[src/wpp_div.sv]
`default_nettype none

// unsigned restoring divider, one quotient bit per stage
// the quotient must fit Q_W bits (num < den << Q_W)
module wpp_div #(
    parameter int DEN_W = 19,
    parameter int Q_W   = 16
) (
    input  wire logic                   i_clk,
    input  wire logic                   i_en,
    input  wire logic [DEN_W+Q_W-1:0]   i_num,
    input  wire logic [DEN_W-1:0]       i_den,
    output logic      [Q_W-1:0]         o_quot
);

    localparam int NUM_W = DEN_W + Q_W;

    logic [NUM_W-1:0] r_rem [Q_W];
    logic [DEN_W-1:0] r_den [Q_W];
    logic [Q_W-1:0]   r_q   [Q_W];

    genvar k;
    generate
        for (k = 0; k < Q_W; k++) begin : g_stage
            logic [NUM_W-1:0] rem_in;
            logic [DEN_W-1:0] den_in;
            logic [Q_W-1:0]   q_in;
            logic [NUM_W:0]   trial;

            if (k == 0) begin : g_first
                assign rem_in = i_num;
                assign den_in = i_den;
                assign q_in   = '0;
            end else begin : g_next
                assign rem_in = r_rem[k-1];
                assign den_in = r_den[k-1];
                assign q_in   = r_q[k-1];
            end

            // trial subtract of the shifted divisor
            assign trial = {1'b0, rem_in} - ((NUM_W+1)'(den_in) << (Q_W - 1 - k));

            always_ff @(posedge i_clk) begin
                if (i_en) begin
                    r_den[k] <= den_in;
                    if (trial[NUM_W]) begin
                        r_rem[k] <= rem_in;
                        r_q[k]   <= q_in;
                    end else begin
                        r_rem[k] <= trial[NUM_W-1:0];
                        r_q[k]   <= q_in | (Q_W'(1) << (Q_W - 1 - k));
                    end
                end
            end
        end
    endgenerate

    assign o_quot = r_q[Q_W-1];

endmodule

`default_nettype wire

[config.mk]
export PLATFORM = sky130hd
export DESIGN_NAME = wpp_div
export DESIGN_NICKNAME = d
export VERILOG_FILES = /design/src/wpp_div.sv
export SDC_FILE = /design/constraint.sdc
export NUM_CORES = 2
export LEC_CHECK = 0
export BUFFER_PORTS_ARGS = -buffer_cell sky130_fd_sc_hd__buf_2
export CAP_MARGIN = 10
export CORE_MARGIN = 2
export CORE_UTILIZATION = 40
export DETAILED_ROUTE_END_ITERATION = 8
export PLACE_DENSITY = 0.66
export SKIP_CTS_REPAIR_TIMING = 1
export SYNTH_ARGS = -nofsm -noshare
export SYNTH_HDL_FRONTEND = slang
export SYNTH_SLANG_ARGS = --single-unit
[constraint.sdc]
create_clock -name i_clk -period 4.7 [get_ports i_clk]
set_input_delay 0.235 -clock i_clk [delete_from_list [all_inputs] [get_ports i_clk]]
set_output_delay 0.235 -clock i_clk [all_outputs]
set_load 0.03 [all_outputs]
==> impl_metrics.sql <==
INSERT INTO impl_metrics (metric_group, metric, value, unit) VALUES
('hold_path', 'hold_sp', 'i_en', ''),
('final_layout', 'fillerInstances', '10800', ''),
('placement', 'routability_cong', '0.883', ''),
('timing', 'timing_worst_slew_pin_value', '0.922', 'ns'),
('critical_path', 'critical_path_arrival', '4.47', 'ns'),
('floorplan', 'die_y_extent', '352', 'um'),
('timing', 'fin_setup_tns', '0', 'ns'),
('timing', 'maxSlewHeadroom', '38.6', '%'),
('critical_path', 'critPathCapture', 'r_rem[1][208]', ''),
('final_layout', 'layout_overhead_on_the_synthesized_area', '12.6', '%'),
('final_layout', 'multi_input_comb_area', '18200', 'um^2'),
('synth', 'ys_ff_latch', '946', ''),
('global_routing', 'grtUsageTotal', '12.6', '%'),
('floorplan', 'floorplan.rows', '127', ''),
('drt', 'drt_drc_violations_left', '0', ''),
('final_layout', 'sequential_cell_area', '28400', 'um^2'),
('power_and_ir_drop', 'vdd_drop_max', '274', 'uV'),
('clocking', 'cts_tree', 'done', ''),
('floorplan', 'fp.dieArea', '124000', 'um^2'),
('drt', 'drt_iter0_markers', '1219', ''),
('critical_path', 'crit-reg2reg-capture', 'r_rem[1][208]', ''),
('floorplan', 'die-width', '352', 'um'),
('outcome', 'status', 'finished clean', ''),
('clocking', 'clock_sink_count', '946', ''),
('final_layout', 'mostFrequentLayoutCell', 'edfxtp_1', ''),
('timing', 'setup_violations', '0', ''),
('clocking', 'clk_path_buf_depth', '3', ''),
('final_layout', 'layout.nets', '4550', ''),
('drt', 'routed_via_density', '5.01', ''),
('global_routing', 'grt_pass1_vias', '29500', ''),
('critical_path', 'crit_type', 'reg -> reg', ''),
('clocking', 'cts_inserted_buffers', '97', ''),
('placement', 'placedCellCount', '5636', ''),
('synth', 'synthesized_net_count', '4372', ''),
('power_and_ir_drop', 'pwr_density_cell', '434', 'nW/um^2'),
('placement', 'final_hpwl_dp', '56300', 'um'),
('drt', 'drt_pass1_iterations', '7', ''),
('final_layout', 'final_cells', '5860', ''),
('final_layout', 'insertedDiodeCount', '0', ''),
('clocking', 'htree_levels', '3', ''),
('critical_path', 'r2r-start', 'r_den[1][77]', ''),
('global_routing', 'grt_pass1_wl', '132000', 'um'),
('synth', 'dominantRegCellSynth', 'edfxtp_1', ''),
('critical_path', 'critPathMaxFanout', '5', ''),
('final_layout', 'finalCoreUtilization', '45.4', '%'),
('timing', 'finalCritPeriodShare', '86.1', '%'),
('final_layout', 'mostFrequentLayoutCells', 'edfxtp_1 (945), inv_1 (386), nand2_1 (321), o21ai_0 (303), ha_1 (303)', ''),
('floorplan', 'placeableCoreArea', '120000', 'um^2'),
('global_routing', 'globalRouteOverflowTotal', '0', ''),
('drt', 'route.detailed.wl_per_inst', '13.4', 'um'),
('timing', 'final-hold-violation-count', '0', ''),
('drt', 'final_antenna_net_count', '0', ''),
('clocking', 'clk_transition_reported_paths', '0.06', 'ns'),
('drt', 'detail_route.wirelength', '78600', 'um'),
('synth', 'ys_async_sr_fraction', '0', '%'),
('synth', 'synth-warning-count', '0', ''),
('timing', 'maximum_clock_frequency', '247', 'MHz'),
('synth', 'yosysSeqAreaShare', '58.8', '%'),
('critical_path', 'minimum_setup_slack_among_reg_to_reg_paths', '0.65', 'ns'),
('critical_path', 'critical_path_required', '5.12', 'ns'),
('synth', 'post_synth_instance_area', '48300', 'um^2'),
('flow_run', 'drv_cap', '0', ''),
('critical_path', 'critPathCaptureType', 'register', ''),
('timing', 'finClkSkew', '0.0222', 'ns'),
('timing', 'rsz0062_at_grt', 'false', ''),
('drt', 'via_count', '29400', ''),
('critical_path', 'rr_worst_depth', '13', ''),
('clocking', 'worstSkewPairLatency', '0.67', 'ns'),
('critical_path', 'worst_setup_path_startpoint', 'r_den[1][77]', ''),
('final_layout', 'drive_above_1_share', '8.26', '%'),
('global_routing', 'maximum_number_of_pins_on_one_net_before_global_route_repair', '166', '');
flip-flops by register name, summed over array words and instances (netlist names):
signal / count
r_den: 285
r_rem: 525
r_q: 136
worst min path at each step:
stage / slack [ns] / endpoint / cells after the start
3_3_place_gp: 0.40 / r_rem[0][150] / 0
4_1_cts: -0.31 / r_rem[0][3] / 1
3_5_place_dp: 0.40 / r_q[0][126] / 0
5_1_grt: 0.004 / r_rem[0][33] / 3
6_report: 0.02 / r_rem[0][33] / 1
2_1_floorplan: 0.33 / r_den[0][0] / 0
critical path, delay by kind of cell, from the launching register on:
family,cells,cell delay [ns]
adder cells (fa/ha/maj),1,0.21
AO/OA/AOI/OAI,5,1.50
flip-flops,1,0.43
AND/OR/NAND/NOR,4,1.28
XOR/XNOR,1,0.13
buffers and inverters,2,0.26
power by group:
part	internal, mW	switching, mW	total, mW
Sequential	10.5	0.510	11.0
Clock	4.39	3.11	7.50
Combinational	2.27	2.80	5.07
Total	17.2	6.43	23.6
layout make-up:
class	instances	area share [%]
Sequential cell	946	52.2
Multi-Input combinational cell	2584	33.4
Clock buffer	123	4.68
Tap cell	1612	3.71
Inverter	388	2.68
Timing Repair Buffer	159	2.27
Clock inverter	48	1.04
kinds of logic (layout without fill, tap and decap cells):
kind of cell               after synthesis  after routing  synth area share [%]
DFF                                    946            946                  58.8
muxes                                   77             77                  1.78
adders and majority gates              318            318                  8.47
xor gates and xnor gates               327            327                  5.93
AOI/OAI and AO/OA                      896            896                  11.5
buffers and inverters                  468            718                  3.71
and+or+nand+nor                        966            966                  9.79
metrics by stage:
stage / setup WS, ns / instance area [um^2] / power [mW] / hold slack, ns
after floorplan: 1.18 / 48300 / 15.0 / 0.334
after global placement: 0.744 / 50700 / 16.0 / 0.404
after detailed placement: 0.727 / 50700 / 16.2 / 0.405
after CTS: 0.717 / 53900 / 23.8 / -0.314
after global routing: 0.464 / 54400 / 24.9 / 0.00375
final: 0.653 / 54400 / 23.6 / 0.0227
metal layers:
layer / up-vias / GRT usage, % / part of all wire (%)
li1: 15000 / - / -
met3: 213 / 2.17 / 3.2
met1: 13700 / 13.3 / 41
met4: 0 / 5.70 / 4.0
met2: 487 / 24.2 / 52
met5: - / 0 / 0
synthesized netlist by cell type, types with 6 or more instances:
cell type / n / area [um^2]
inv_1: 386 / 1450
mux2_2: 70 / 788
nand2b_1: 62 / 388
nand3_1: 57 / 285
nor4_1: 34 / 213
nand4_1: 20 / 125
o211ai_1: 10 / 75.1
xor2_1: 164 / 1440
a21oi_1: 202 / 1010
and2_1: 28 / 175
a21o_1: 93 / 698
o21ai_0: 305 / 1530
ha_1: 303 / 3790
a31oi_1: 24 / 150
a31o_2: 11 / 96.3
fa_1: 15 / 300
o41ai_1: 9 / 78.8
nor3b_1: 7 / 52.6
or4_1: 10 / 75.1
or2_2: 14 / 87.6
mux2i_1: 6 / 60.1
nor2b_1: 53 / 332
a41o_1: 6 / 60.1
nor2_1: 178 / 668
clkbuf_1: 72 / 270
xnor2_1: 163 / 1430
o31ai_1: 34 / 255
a2111oi_0: 11 / 96.3
o21bai_1: 24 / 180
a21boi_0: 6 / 45.0
nand3b_1: 10 / 75.1
a211oi_1: 24 / 180
edfxtp_1: 945 / 28400
o21ai_1: 16 / 80.1
nor4b_1: 6 / 52.6
nand2_1: 321 / 1200
and3_1: 30 / 188
a211o_1: 10 / 87.6
or3_1: 39 / 244
o21a_1: 45 / 338
nor3_1: 80 / 400
o31a_1: 14 / 123
Power figures use the tool's default switching activity.
